`config.mk`:
```
export PLATFORM = sky130hd
export DESIGN_NAME = audio_mixer_register_block_flat
export DESIGN_NICKNAME = d
export VERILOG_FILES = /design/src/design/amrb_pkg.sv /design/src/design/amrb_if.sv /design/src/design/amrb_regs.sv /design/src/design/audio_mixer_register_block.sv /design/src/flat_wrapper.sv
export SDC_FILE = /design/constraint.sdc
export NUM_CORES = 1
export LEC_CHECK = 0
export ABC_CLOCK_PERIOD_IN_PS = 16800
export BUFFER_PORTS_ARGS = -buffer_cell sky130_fd_sc_hd__buf_2
export CAP_MARGIN = 25
export CORE_ASPECT_RATIO = 1.5
export CORE_MARGIN = 5
export CORE_UTILIZATION = 30
export CTS_CLUSTER_SIZE = 12
export DETAILED_ROUTE_END_ITERATION = 10
export GPL_ROUTABILITY_DRIVEN = 0
export SLEW_MARGIN = 25
export SYNTH_ARGS = -nofsm -noshare
export SYNTH_HDL_FRONTEND = slang
export SYNTH_SLANG_ARGS = --single-unit
```
`constraint.sdc`:
```
create_clock -name clk -period 16.8 [get_ports clk]
set_input_delay 0 -clock clk [delete_from_list [all_inputs] [get_ports clk]]
set_output_delay 0 -clock clk [all_outputs]
set_load 0.01 [all_outputs]
```
`src/design/amrb_pkg.sv`:
```
package amrb_pkg;

  // Bus access codes
  typedef enum logic [1:0] {
    OP_WR_INDEX = 2'd0,
    OP_WR_DATA  = 2'd1,
    OP_RD_INDEX = 2'd2,
    OP_RD_DATA  = 2'd3
  } op_t;

  // Mixer index map
  localparam logic [7:0] IX_RESET      = 8'h00;
  localparam logic [7:0] IX_LEG_VOICE  = 8'h04;
  localparam logic [7:0] IX_LEG_MIC    = 8'h0A;
  localparam logic [7:0] IX_LEG_MASTER = 8'h22;
  localparam logic [7:0] IX_LEG_MIDI   = 8'h26;
  localparam logic [7:0] IX_LEG_CD     = 8'h28;
  localparam logic [7:0] IX_LEG_LINE   = 8'h2E;
  localparam logic [7:0] IX_MASTER     = 8'h30;
  localparam logic [7:0] IX_VOICE      = 8'h32;
  localparam logic [7:0] IX_MIDI       = 8'h34;
  localparam logic [7:0] IX_CD         = 8'h36;
  localparam logic [7:0] IX_LINE       = 8'h38;
  localparam logic [7:0] IX_MIC        = 8'h3A;
  localparam logic [7:0] IX_IRQ        = 8'h80;
  localparam logic [7:0] IX_DMA        = 8'h81;
  localparam logic [7:0] IX_PEND       = 8'h82;

  // Volume range, must lie inside the register bank below
  localparam logic [7:0] VOL_FIRST = 8'd48;
  localparam logic [7:0] VOL_LAST  = 8'd71;

  // Bank of stored mixer registers, 0x30..0x47
  localparam logic [7:0] BANK_FIRST = 8'h30;
  localparam int         BANK_DEPTH = 24;
  localparam logic [7:0] BANK_LAST  = 8'(int'(BANK_FIRST) + BANK_DEPTH - 1);
  localparam int         BANK_AW    = $clog2(BANK_DEPTH);

  // Pending register only ever holds its default
  localparam logic [7:0] PEND_DEFAULT = 8'h40;

  // IRQ/DMA codes swapped on the alternate port pair
  localparam logic [7:0] CODE_A = 8'h02;
  localparam logic [7:0] CODE_B = 8'h08;

  typedef struct packed {
    op_t        op;
    logic [7:0] data;
    logic       alt;
  } item_t;

  typedef struct packed {
    logic  en;
    item_t item;
  } cmd_t;

  typedef struct packed {
    logic [7:0] read_data;
    logic [7:0] gain;
  } rsp_t;

  // Reset default of a mixer index; zero where there is none
  function automatic logic [7:0] dflt_val(input logic [7:0] ix);
    logic [7:0] v;
    case (ix)
      8'h30, 8'h31, 8'h32, 8'h33, 8'h34, 8'h35: v = 8'hFF;
      8'h3C:                                    v = 8'h1F;
      8'h3D:                                    v = 8'h15;
      8'h3E:                                    v = 8'h0B;
      8'h44, 8'h45, 8'h46, 8'h47:               v = 8'h08;
      IX_PEND:                                  v = PEND_DEFAULT;
      default:                                  v = 8'h00;
    endcase
    return v;
  endfunction

  // floor(v*v*255/1024)
  function automatic logic [7:0] gain_of(input logic [4:0] v);
    logic [17:0] p;
    p = 18'(v) * 18'(v) * 18'd255;
    return p[17:10];
  endfunction

  function automatic logic [7:0] pend_code(input logic [7:0] p);
    logic [7:0] c;
    case (p)
      8'h41:   c = 8'd1;
      8'h42:   c = 8'd2;
      8'h43:   c = 8'd3;
      default: c = 8'h40;
    endcase
    return c;
  endfunction

endpackage

```
`src/design/amrb_if.sv`:
```
interface amrb_in_if;
  logic       valid;
  logic       ready;
  logic [1:0] op;
  logic [7:0] data;
  logic       alt_port;

  modport source(output valid, output op, output data, output alt_port, input ready);
  modport sink(input valid, input op, input data, input alt_port, output ready);
endinterface

interface amrb_out_if;
  logic       valid;
  logic       ready;
  logic [7:0] read_data;
  logic [7:0] gain;

  modport source(output valid, output read_data, output gain, input ready);
  modport sink(input valid, input read_data, input gain, output ready);
endinterface

```
`src/design/amrb_regs.sv`:
```
module amrb_regs import amrb_pkg::*; (
  input  logic clk,
  input  logic rst_n,
  input  cmd_t cmd,
  output rsp_t rsp
);

  localparam logic [BANK_AW-1:0] MIC_OFF = BANK_AW'(IX_MIC - BANK_FIRST);

  logic [7:0] sel_r, sel_nxt;
  logic [7:0] irq_r, irq_nxt;
  logic [7:0] dma_r, dma_nxt;
  logic [7:0] raw_r [BANK_DEPTH];
  logic [7:0] raw_nxt [BANK_DEPTH];
  logic [7:0] exp_r [BANK_DEPTH];
  logic [7:0] exp_nxt [BANK_DEPTH];

  logic               is_vol;
  logic               in_bank_nxt;
  logic [BANK_AW-1:0] off;
  logic [BANK_AW-1:0] off_nxt;
  logic               leg_hit;
  logic [7:0]         leg_base;
  logic [BANK_AW-1:0] leg_off;
  logic [BANK_AW-1:0] leg_off1;
  logic [7:0]         wd;
  logic [7:0]         rd;
  logic [7:0]         leg_sum;
  logic [7:0]         gain;
  logic               wr;

  always_comb begin
    is_vol = (sel_r >= VOL_FIRST) && (sel_r <= VOL_LAST);
    off    = BANK_AW'(sel_r - BANK_FIRST);

    leg_hit  = 1'b1;
    leg_base = IX_VOICE;
    case (sel_r)
      IX_LEG_VOICE:  leg_base = IX_VOICE;
      IX_LEG_MASTER: leg_base = IX_MASTER;
      IX_LEG_MIDI:   leg_base = IX_MIDI;
      IX_LEG_CD:     leg_base = IX_CD;
      IX_LEG_LINE:   leg_base = IX_LINE;
      default:       leg_hit  = 1'b0;
    endcase
    leg_off  = BANK_AW'(leg_base - BANK_FIRST);
    leg_off1 = leg_off + BANK_AW'(1);

    // write remap on the alternate pair
    wd = cmd.item.data;
    if (cmd.item.alt) begin
      if (sel_r == IX_IRQ) begin
        if (wd == CODE_A) wd = CODE_B;
        else if (wd == CODE_B) wd = CODE_A;
      end else if (sel_r == IX_DMA) begin
        if (wd == CODE_B) wd = CODE_A;
      end
    end

    wr      = cmd.en && (cmd.item.op == OP_WR_DATA);
    sel_nxt = sel_r;
    irq_nxt = irq_r;
    dma_nxt = dma_r;
    raw_nxt = raw_r;
    exp_nxt = exp_r;

    if (cmd.en && (cmd.item.op == OP_WR_INDEX)) begin
      sel_nxt = cmd.item.data;
    end

    if (wr) begin
      if (is_vol) begin
        raw_nxt[off] = wd;
        exp_nxt[off] = gain_of(wd[7:3]);
      end else if (leg_hit) begin
        raw_nxt[leg_off]  = {wd[3:0], 4'h0};
        exp_nxt[leg_off]  = {wd[3:0], 4'h0};
        raw_nxt[leg_off1] = {wd[7:4], 4'h0};
        exp_nxt[leg_off1] = {wd[7:4], 4'h0};
      end else begin
        case (sel_r)
          IX_RESET: begin
            // raw bank cleared to defaults; gain only where a default exists
            for (int e = 0; e < BANK_DEPTH; e++) begin
              raw_nxt[e] = dflt_val(8'(int'(BANK_FIRST) + e));
              if (dflt_val(8'(int'(BANK_FIRST) + e)) != 8'h00) begin
                exp_nxt[e] = dflt_val(8'(int'(BANK_FIRST) + e));
              end
            end
          end
          IX_LEG_MIC: begin
            raw_nxt[MIC_OFF] = {5'b0, wd[2:0]};
            exp_nxt[MIC_OFF] = {5'b0, wd[2:0]};
          end
          IX_IRQ:  irq_nxt = wd;
          IX_DMA:  dma_nxt = wd;
          default: ;
        endcase
      end
    end

    // read path
    leg_sum = raw_r[leg_off] + raw_r[leg_off1];
    if (is_vol) begin
      rd = raw_r[off];
    end else if (leg_hit) begin
      rd = {leg_sum[6:0], 1'b0};
    end else begin
      case (sel_r)
        IX_LEG_MIC: rd = raw_r[MIC_OFF];
        IX_IRQ:     rd = irq_r;
        IX_DMA:     rd = dma_r;
        IX_PEND:    rd = pend_code(PEND_DEFAULT);
        default:    rd = 8'h00;
      endcase
    end
    if (cmd.item.alt) begin
      if (sel_r == IX_IRQ) begin
        if (rd == CODE_A) rd = CODE_B;
        else if (rd == CODE_B) rd = CODE_A;
      end else if (sel_r == IX_DMA) begin
        if (rd == CODE_A) rd = CODE_B;
      end
    end

    case (cmd.item.op)
      OP_RD_INDEX: rsp.read_data = sel_r;
      OP_RD_DATA:  rsp.read_data = rd;
      default:     rsp.read_data = 8'h00;
    endcase

    // gain of the index selected once this access is done
    in_bank_nxt = (sel_nxt >= BANK_FIRST) && (sel_nxt <= BANK_LAST);
    off_nxt     = BANK_AW'(sel_nxt - BANK_FIRST);
    if (in_bank_nxt) begin
      gain = exp_nxt[off_nxt];
    end else if (sel_nxt == IX_PEND) begin
      gain = PEND_DEFAULT;
    end else begin
      gain = 8'h00;
    end
    rsp.gain = gain;
  end

  always_ff @(posedge clk) begin
    if (!rst_n) begin
      sel_r <= 8'h00;
      irq_r <= 8'h00;
      dma_r <= 8'h00;
      for (int e = 0; e < BANK_DEPTH; e++) begin
        raw_r[e] <= dflt_val(8'(int'(BANK_FIRST) + e));
        exp_r[e] <= dflt_val(8'(int'(BANK_FIRST) + e));
      end
    end else begin
      sel_r <= sel_nxt;
      irq_r <= irq_nxt;
      dma_r <= dma_nxt;
      raw_r <= raw_nxt;
      exp_r <= exp_nxt;
    end
  end

`ifndef SYNTHESIS
  a_sel_only_on_index_write: assert property (@(posedge clk) disable iff (!rst_n)
    !(cmd.en && (cmd.item.op == OP_WR_INDEX)) |=> $stable(sel_r))
    else $error("selected index moved without an index write");

  a_irq_only_on_irq_write: assert property (@(posedge clk) disable iff (!rst_n)
    !(cmd.en && (cmd.item.op == OP_WR_DATA) && (sel_r == IX_IRQ)) |=> $stable(irq_r))
    else $error("irq select moved without a write to its index");

  a_mic_only_on_data_write: assert property (@(posedge clk) disable iff (!rst_n)
    !(cmd.en && (cmd.item.op == OP_WR_DATA)) |=> $stable(raw_r[MIC_OFF]))
    else $error("mic register moved without a data write");
`endif

endmodule

```
`src/design/audio_mixer_register_block.sv`:
```
// Path: an accepted item passes through the input register, then the result register,
// from which the output side takes its result.
// Throughput: one item per cycle while out_ch.ready does not hold it back; the mixer register
// bank is read and written in the same cycle an item leaves the input register.
// Reset: synchronous, active low; clears both stages, loads the mixer defaults.
module audio_mixer_register_block import amrb_pkg::*; (
  input  logic           clk,
  input  logic           rst_n,
  amrb_in_if.sink        in_ch,
  amrb_out_if.source     out_ch
);

  logic  s1_valid_r, s1_valid_nxt;
  item_t s1_item_r;
  logic  out_valid_r, out_valid_nxt;
  rsp_t  out_rsp_r;
  logic  in_acc;
  logic  advance;
  cmd_t  cmd;
  rsp_t  rsp;

  // while a result waits, the input register takes an item only if it is empty
  assign advance      = s1_valid_r && (!out_valid_r || out_ch.ready);
  assign in_ch.ready  = !s1_valid_r || advance;
  assign in_acc       = in_ch.valid && in_ch.ready;
  assign s1_valid_nxt = in_acc || (s1_valid_r && !advance);
  assign out_valid_nxt = advance || (out_valid_r && !out_ch.ready);

  assign cmd.en   = advance;
  assign cmd.item = s1_item_r;

  amrb_regs u_regs (
    .clk   (clk),
    .rst_n (rst_n),
    .cmd   (cmd),
    .rsp   (rsp)
  );

  always_ff @(posedge clk) begin
    if (!rst_n) begin
      s1_valid_r  <= 1'b0;
      out_valid_r <= 1'b0;
    end else begin
      s1_valid_r  <= s1_valid_nxt;
      out_valid_r <= out_valid_nxt;
    end
  end

  always_ff @(posedge clk) begin
    if (in_acc) begin
      s1_item_r.op   <= op_t'(in_ch.op);
      s1_item_r.data <= in_ch.data;
      s1_item_r.alt  <= in_ch.alt_port;
    end
    if (advance) begin
      out_rsp_r <= rsp;
    end
  end

  assign out_ch.valid     = out_valid_r;
  assign out_ch.read_data = out_rsp_r.read_data;
  assign out_ch.gain      = out_rsp_r.gain;

`ifndef SYNTHESIS
  a_stall_only_when_full: assert property (@(posedge clk) disable iff (!rst_n)
    !in_ch.ready |-> (s1_valid_r && out_valid_r && !out_ch.ready))
    else $error("input stalled with room in the pipeline");

  a_advance_fills_output: assert property (@(posedge clk) disable iff (!rst_n)
    advance |=> out_valid_r)
    else $error("item left the input register but no result appeared");

  a_held_item_kept: assert property (@(posedge clk) disable iff (!rst_n)
    (s1_valid_r && !advance) |=> (s1_valid_r && $stable(s1_item_r)))
    else $error("waiting item lost or changed");
`endif

endmodule
```
`src/flat_wrapper.sv`:
```
// flat-port wrapper written by rule: the top's interface ports become plain ports
module audio_mixer_register_block_flat import amrb_pkg::*;
  (clk, rst_n, in_ch_valid, in_ch_op, in_ch_data, in_ch_alt_port, in_ch_ready, out_ch_valid, out_ch_read_data, out_ch_gain, out_ch_ready);
  amrb_in_if in_ch_i ();
  amrb_out_if out_ch_i ();
  input  logic clk;
  input  logic rst_n;
  input wire logic [$bits(in_ch_i.valid)-1:0] in_ch_valid;
  input wire logic [$bits(in_ch_i.op)-1:0] in_ch_op;
  input wire logic [$bits(in_ch_i.data)-1:0] in_ch_data;
  input wire logic [$bits(in_ch_i.alt_port)-1:0] in_ch_alt_port;
  output wire logic [$bits(in_ch_i.ready)-1:0] in_ch_ready;
  output wire logic [$bits(out_ch_i.valid)-1:0] out_ch_valid;
  output wire logic [$bits(out_ch_i.read_data)-1:0] out_ch_read_data;
  output wire logic [$bits(out_ch_i.gain)-1:0] out_ch_gain;
  input wire logic [$bits(out_ch_i.ready)-1:0] out_ch_ready;
  assign in_ch_i.valid = in_ch_valid;
  assign in_ch_i.op = in_ch_op;
  assign in_ch_i.data = in_ch_data;
  assign in_ch_i.alt_port = in_ch_alt_port;
  assign in_ch_ready = in_ch_i.ready;
  assign out_ch_valid = out_ch_i.valid;
  assign out_ch_read_data = out_ch_i.read_data;
  assign out_ch_gain = out_ch_i.gain;
  assign out_ch_i.ready = out_ch_ready;
  audio_mixer_register_block u_core (.clk(clk), .rst_n(rst_n), .in_ch(in_ch_i), .out_ch(out_ch_i));
endmodule
```
* Word level (Yosys, flattened, before mapping)
Index checks and enable logic that the tools add are counted.
** Cells by class
- Add/sub/neg operators :: 5
- Equality and inequality tests :: 17
- Reductions and logical operators :: 34
- Mux-type cells :: 103
- Bitwise operators :: 6
- Order comparisons :: 11
- Multipliers :: 2
** Operators with widths (number)
- $bwmux 192 :: 6
- $mux 192 :: 5
- $mux 8 :: 70
- $mux 104 :: 2
- $bmux 8 s5 :: 4
- $mux 80 :: 2
- $demux 8 s5 :: 3
- $pmux 8 s2 :: 3
- $reduce_bool 8->1 :: 6
- $mux 7 :: 5
- $eq 8x6->1 const B :: 4
- $eq 8x8->1 const B :: 4
- $pmux 8 s4 :: 1
- $eq 8x4->1 const B :: 3
- $ge 6x6->1 const B :: 4
- $not 5->6 :: 4
- $lt 6x1->1 const B :: 3
- $mul 10x8->18 const B :: 1
- $eq 8x2->1 const B :: 2
- $ge 8x6->1 const B :: 2
- $le 8x7->1 const B :: 2
- $pmux 4 s4 :: 1
- $sub 5x5->5 const B :: 3
- $logic_and 1x1->1 :: 11
- 17 further kinds :: 27
** Word-level totals
- Output and inout port bits :: 18
- Bits in registers :: 437
- Bits of input ports :: 15
- Logic and storage cells :: 236

* Depth between registers and ports, before layout
- Depth after elaboration :: 17
- Gate-level depth with buffers :: 42
- Mapped depth without buffers :: 35

* By module
From an unflattened synthesis, not the netlist that was laid out.
** Unflattened totals
- Cells, all modules :: 2915
- Area, all modules :: 24508.5 µm²
** By module, submodules not included
- amrb_regs :: sequential area each 8167.8 µm², cells an instance 2879, times used 1, area an instance 23593.9 µm²
- audio_mixer_register_block :: sequential area each 850.8 µm², cells an instance 36, times used 1, area an instance 914.6 µm²

* Least setup slack after synthesis
OpenSTA, ideal clock, no wires.
- Kind :: flip-flop to flip-flop
- Start :: register u_core.u_regs.sel_r[1]
- End :: register u_core.out_rsp_r (netlist bit u_core.out_ch.gain[4]) (data pin)
- Data arrival time :: 9.442 ns
- Setup slack :: 7.082 ns
- Cell stages (with the launch flop) :: 40
- Required time :: 16.523 ns
- Path buffers :: 8
- Library setup time :: 0.277 ns
- Period minus slack after synthesis :: 9.718 ns
- Path through :: dfxtp_1 -> buf_2 -> buf_2 -> buf_2 -> buf_2 -> buf_2 -> nor2_1 -> nand2_1 -> o22ai_1 -> inv_1 -> clkbuf_1 -> clkbuf_1 -> nand2_1 -> fa_1 -> fa_1 -> inv_1 -> ha_1 -> a31o_2 -> (+4 left out) -> or4_4 -> ha_1 -> fa_1 -> inv_1 -> fa_1 -> fa_1 -> inv_1 -> ha_1 -> or3_1 -> o21ba_2 -> a21oi_1 -> nor2_1 -> xor2_1 -> clkbuf_1 -> o21ai_0 -> mux4_2 -> a31oi_1 -> a32oi_1
** Between the ends
- Elaborated cells between the ends (all ways) :: 60
- Those cells by class :: 4 x add/sub; 2 x mul; 10 x order compare; 8 x eq/ne; 25 x mux; 4 x bitwise; 7 x reduce/logical
** RTL lines
- start: declaration :: line amrb_regs.sv:10 : logic [7:0] sel_r, sel_nxt;
- start signal: assignment :: line amrb_regs.sv:155 : sel_r <= sel_nxt;
- $eq 8x8->1 :: line amrb_regs.sv:55 : end else if (sel_r == IX_DMA) begin
- $mux 8 :: line amrb_regs.sv:55
- $mux 8 * :: line amrb_regs.sv:52 : if (sel_r == IX_IRQ) begin
- $mux 8 * :: line amrb_regs.sv:51 : if (cmd.item.alt) begin
- named net u_core.u_regs.wd[3] :: line amrb_regs.sv:26 : logic [7:0] wd;
- $mul 5x5->10 * :: line amrb_pkg.sv:80 : p = 18'(v) * 18'(v) * 18'd255;
- $mul 10x8->18 * :: line amrb_pkg.sv:80
- $bwmux 192 * :: line amrb_regs.sv:74 : exp_nxt[off] = gain_of(wd[7:3]);
- $mux 192 * :: line amrb_regs.sv:72 : if (is_vol) begin
- $mux 192 * :: line amrb_regs.sv:71 : if (wr) begin
- $bmux 8 s5 * :: line amrb_regs.sv:136 : gain = exp_nxt[off_nxt];
- $mux 8 (not written as such) * (2 in series) :: line amrb_regs.sv:136
- $mux 8 * :: line amrb_regs.sv:135 : if (in_bank_nxt) begin
- end signal: assignment :: line audio_mixer_register_block.sv:56 : out_rsp_r <= rsp;
- end: declaration :: line audio_mixer_register_block.sv:16 : rsp_t out_rsp_r;
Mark *: on every way through the listed nets, which the timed path passes. The rest lies on a longest branch. The select of a mux whose other input is x is not followed.
A chain may end at the register's enable or synchronous reset.

* Worst setup path in the final report
- Start :: register u_core.u_regs.sel_r[7]
- End :: register u_core.out_rsp_r (netlist bit u_core.out_ch.gain[7]) (data pin)
** Between the ends
- Word-level cells in the longest chain between the ends :: 17
- Elaborated cells between the ends (all ways) :: 51
- Those cells by class :: 2 x add/sub; 2 x mul; 8 x order compare; 8 x eq/ne; 23 x mux; 2 x bitwise; 6 x reduce/logical
** RTL lines (line)
- branches (longest 16 deep; another with $mul 10x8->18)
- $mux 8 * :: amrb_regs.sv:135
Mark *: on every way between the ends. The select of a mux whose other input is x is not followed.

==> reports/results.tsv <==
metric	value	unit
status	completed	
n_fill_cell	8451	
ys_seq_elements	437	
die-height	361	um
htree_levels	2	
critPathMaxFanout	20	
dp_hpwl	63600	um
ir_drop	0.679	mV
synth_area_per_cell	8.40	sq um
crit_path_start_kind	register	
slew_violations	0	
antenna_found_initial	0	
firstDrtPassIters	6	
cts_sinks	437	
drt_iter0_drc	2565	
area_growth	10.6	%
cts_tree	built	
multi_input_area	0.0144	sq mm
grt_pass1_vias	22100	
vias	22900	
cts_post_setup_buffers_inserted	0	
period_minus_slack	11.09	ns
clock_latency	0.60	ns
io_pins	33	
max_freq	0.0901	GHz
crit_end	u_core.out_ch.gain[7]	
portBuffers	32	
rows	128	
worstSetupPathType	reg2reg	
synth_edf_count	27	
hold_class	in2reg	
layout.cells.non_filler	3925	
final_layout_size_suffix_gt1_share	11.0	%
power.density	201	mW/mm^2
r2r_cells	33	
slowest_delay	0.65	ns
diodes	0	
seq_area	0.00903	sq mm
maxCapViolations	0	
power_leakage	9.90	nW
post-route-period-util	66.0	%
finalHoldViolations	0	
clock-skew-final	0.0311	ns
startpoint	u_core.u_regs.sel_r[7]	
via_per_inst	5.84	
grt_pass1_wl	141000	um
cts_buffers	45	
synthArstFlopShare	0	%
grt_use_total	20.4	%
grt_max_degree	135	
cpMostUsedCell	fa_1	
core_area	0.0814	sq mm
start_util	30.2	%
clkTransAtPathRegs	0.07	ns
drc	0	
r2r-start	u_core.u_regs.sel_r[7]	
synth_area	0.0246	sq mm
place_inst	3832	
synthCells	2929	
worstPathRequired	17.12	ns
worstPathArrival	11.42	ns
critPathSlowestCell	or4b_2	
wire_per_inst	23.8	um
tightest_slew	1.05	ns
r2r-end	u_core.out_ch.gain[7]	
ys_seq_area_share	36.7	%
yosysUniqueCellTypes	101	
overflow	0	
clockBufferDepth	3	
die_area	0.0879	sq mm
endpoint_kind	register	
rsz0062_at_grt	no	
tns	0	ns
maxSlewHeadroom	29.8	%
yosys_warnings	0	
r2r_slack	5.71	ns
die_x	244	um
cts-root-buf	clkbuf_16	
postRouteAntennaNets	0	
final_nets	2955	
setup_viol	0	
synthFlopType	dfxtp_1	
routed_wl	93600	um
## report_power, final
| group | switching, W | total (W) | internal, W | leakage [nW] |
|---|---|---|---|---|
| registers | 0.0000106 | 0.00107 | 0.00106 | 3.58 |
| logic | 0.00258 | 0.00340 | 0.000826 | 5.64 |
| clock network | 0.000445 | 0.00101 | 0.000562 | 0.689 |
## flip-flops by register name, indices dropped and copies added, names as in the netlist, 8 cells and up
name and count:
u_core.u_regs.irq_r 8, u_core.u_regs.raw_r 192, u_core.cmd 11, u_core.u_regs.dma_r 8, u_core.u_regs.exp_r 192, u_core.out_ch.gain 8, u_core.u_regs.sel_r 8, u_core.out_ch.read_data 8
## per-stage QoR
step	cell area (sq um)	total power, W	hold WS (ns)	worst slack [ns]	util, %
floorplan	24600	0.00285	0.0989	7.08	-
global placement	25600	0.00439	0.176	5.60	31.5
detailed placement	25600	0.00441	0.179	5.51	31.5
CTS	27200	0.00541	0.108	5.48	33.4
global route	27200	0.00566	0.131	5.15	33.4
finish	27200	0.00548	0.131	5.71	33.4
## cell usage in the layout, fill, tap and decap left out, drive strengths merged, types with 24 or more instances in the layout
master	instances
nand2	381
nand3	149
a211oi	55
nor2	286
dfxtp	410
ha	58
xor2	24
clkbuf	69
o21ai	170
edfxtp	27
mux4	63
o211ai	53
o22ai	48
and2	82
a21oi	316
buf	98
inv	74
fa	26
a22oi	58
nor3	50
mux2i	61
## cell type report
| type | instances | area share [%] |
|---|---|---|
| Timing Repair Buffer | 114 | 3.03 |
| Clock buffer | 68 | 4.75 |
| Clock inverter | 8 | 0.428 |
| Multi-Input combinational cell | 2187 | 52.8 |
| Sequential cell | 437 | 33.2 |
| Inverter | 71 | 1.01 |
| Tap cell | 1040 | 4.78 |
## critical path: cells and delay by family (launching register included)
| kind | cells | cell delay (ns) |
|---|---|---|
| adder cells (fa/ha/maj) | 9 | 3.80 |
| AO/OA/AOI/OAI | 9 | 2.80 |
| AND/OR/NAND/NOR | 7 | 1.89 |
| XOR/XNOR | 3 | 0.87 |
| buffers and inverters | 5 | 0.78 |
| flip-flops | 1 | 0.64 |
## per-layer routing
metal  wire length, um  track usage [%]  up-vias
met5                 0                0        -
met4              7820             14.1        0
met3              6230             2.31      347
met2             45100             34.8     1151
met1             34400             23.8    11000
li1                  -                -    10400
## worst min-delay path by stage
stage	start	slack, ns	cells past startpoint	to
finish	in_ch_data[4]	0.13	2	u_core.cmd[5]
global route	in_ch_data[4]	0.13	2	u_core.cmd[5]
detailed placement	in_ch_data[4]	0.18	1	u_core.cmd[5]
global placement	in_ch_data[4]	0.18	1	u_core.cmd[5]
floorplan	in_ch_alt_port	0.1	0	u_core.cmd[0]
CTS	in_ch_data[4]	0.11	2	u_core.cmd[5]
## synth_stat cells, drive strengths merged, types with 15 or more instances
library cell | instances | area [sq um]
dfxtp | 410 | 8210
mux2i | 61 | 611
a211oi | 55 | 413
xor2 | 24 | 210
o22ai | 48 | 300
a21oi | 316 | 1620
nor3 | 50 | 377
mux4 | 63 | 1430
o21ai | 170 | 873
a221oi | 23 | 208
nor2 | 286 | 1130
and3 | 15 | 93.8
and2 | 82 | 513
or2 | 19 | 119
a22oi | 58 | 435
edfxtp | 27 | 811
buf | 78 | 447
nand3 | 149 | 776
xnor2 | 20 | 190
fa | 26 | 521
clkbuf | 157 | 591
nand2b | 20 | 125
inv | 71 | 267
nand2 | 381 | 1430
o211ai | 53 | 398
a21o | 20 | 150
ha | 58 | 726
## timing repair
action	4_1_cts	5_1_grt
hold buffers	15	0
setup endpoints to repair	0	0
hold endpoints to repair	40	0
resized for setup	0	0
## cell families after synthesis
family                   share of synthesized area (%)
adder cells (fa/ha/maj)                           5.07
buffers and inverters                             5.30
AND/OR/NAND/NOR                                   20.2
other                                           0.0152
XOR/XNOR                                          1.63
flip-flops                                        36.7
multiplexers                                      8.63
AO/OA/AOI/OAI                                     22.5
(Power assumes the default switching activity.)
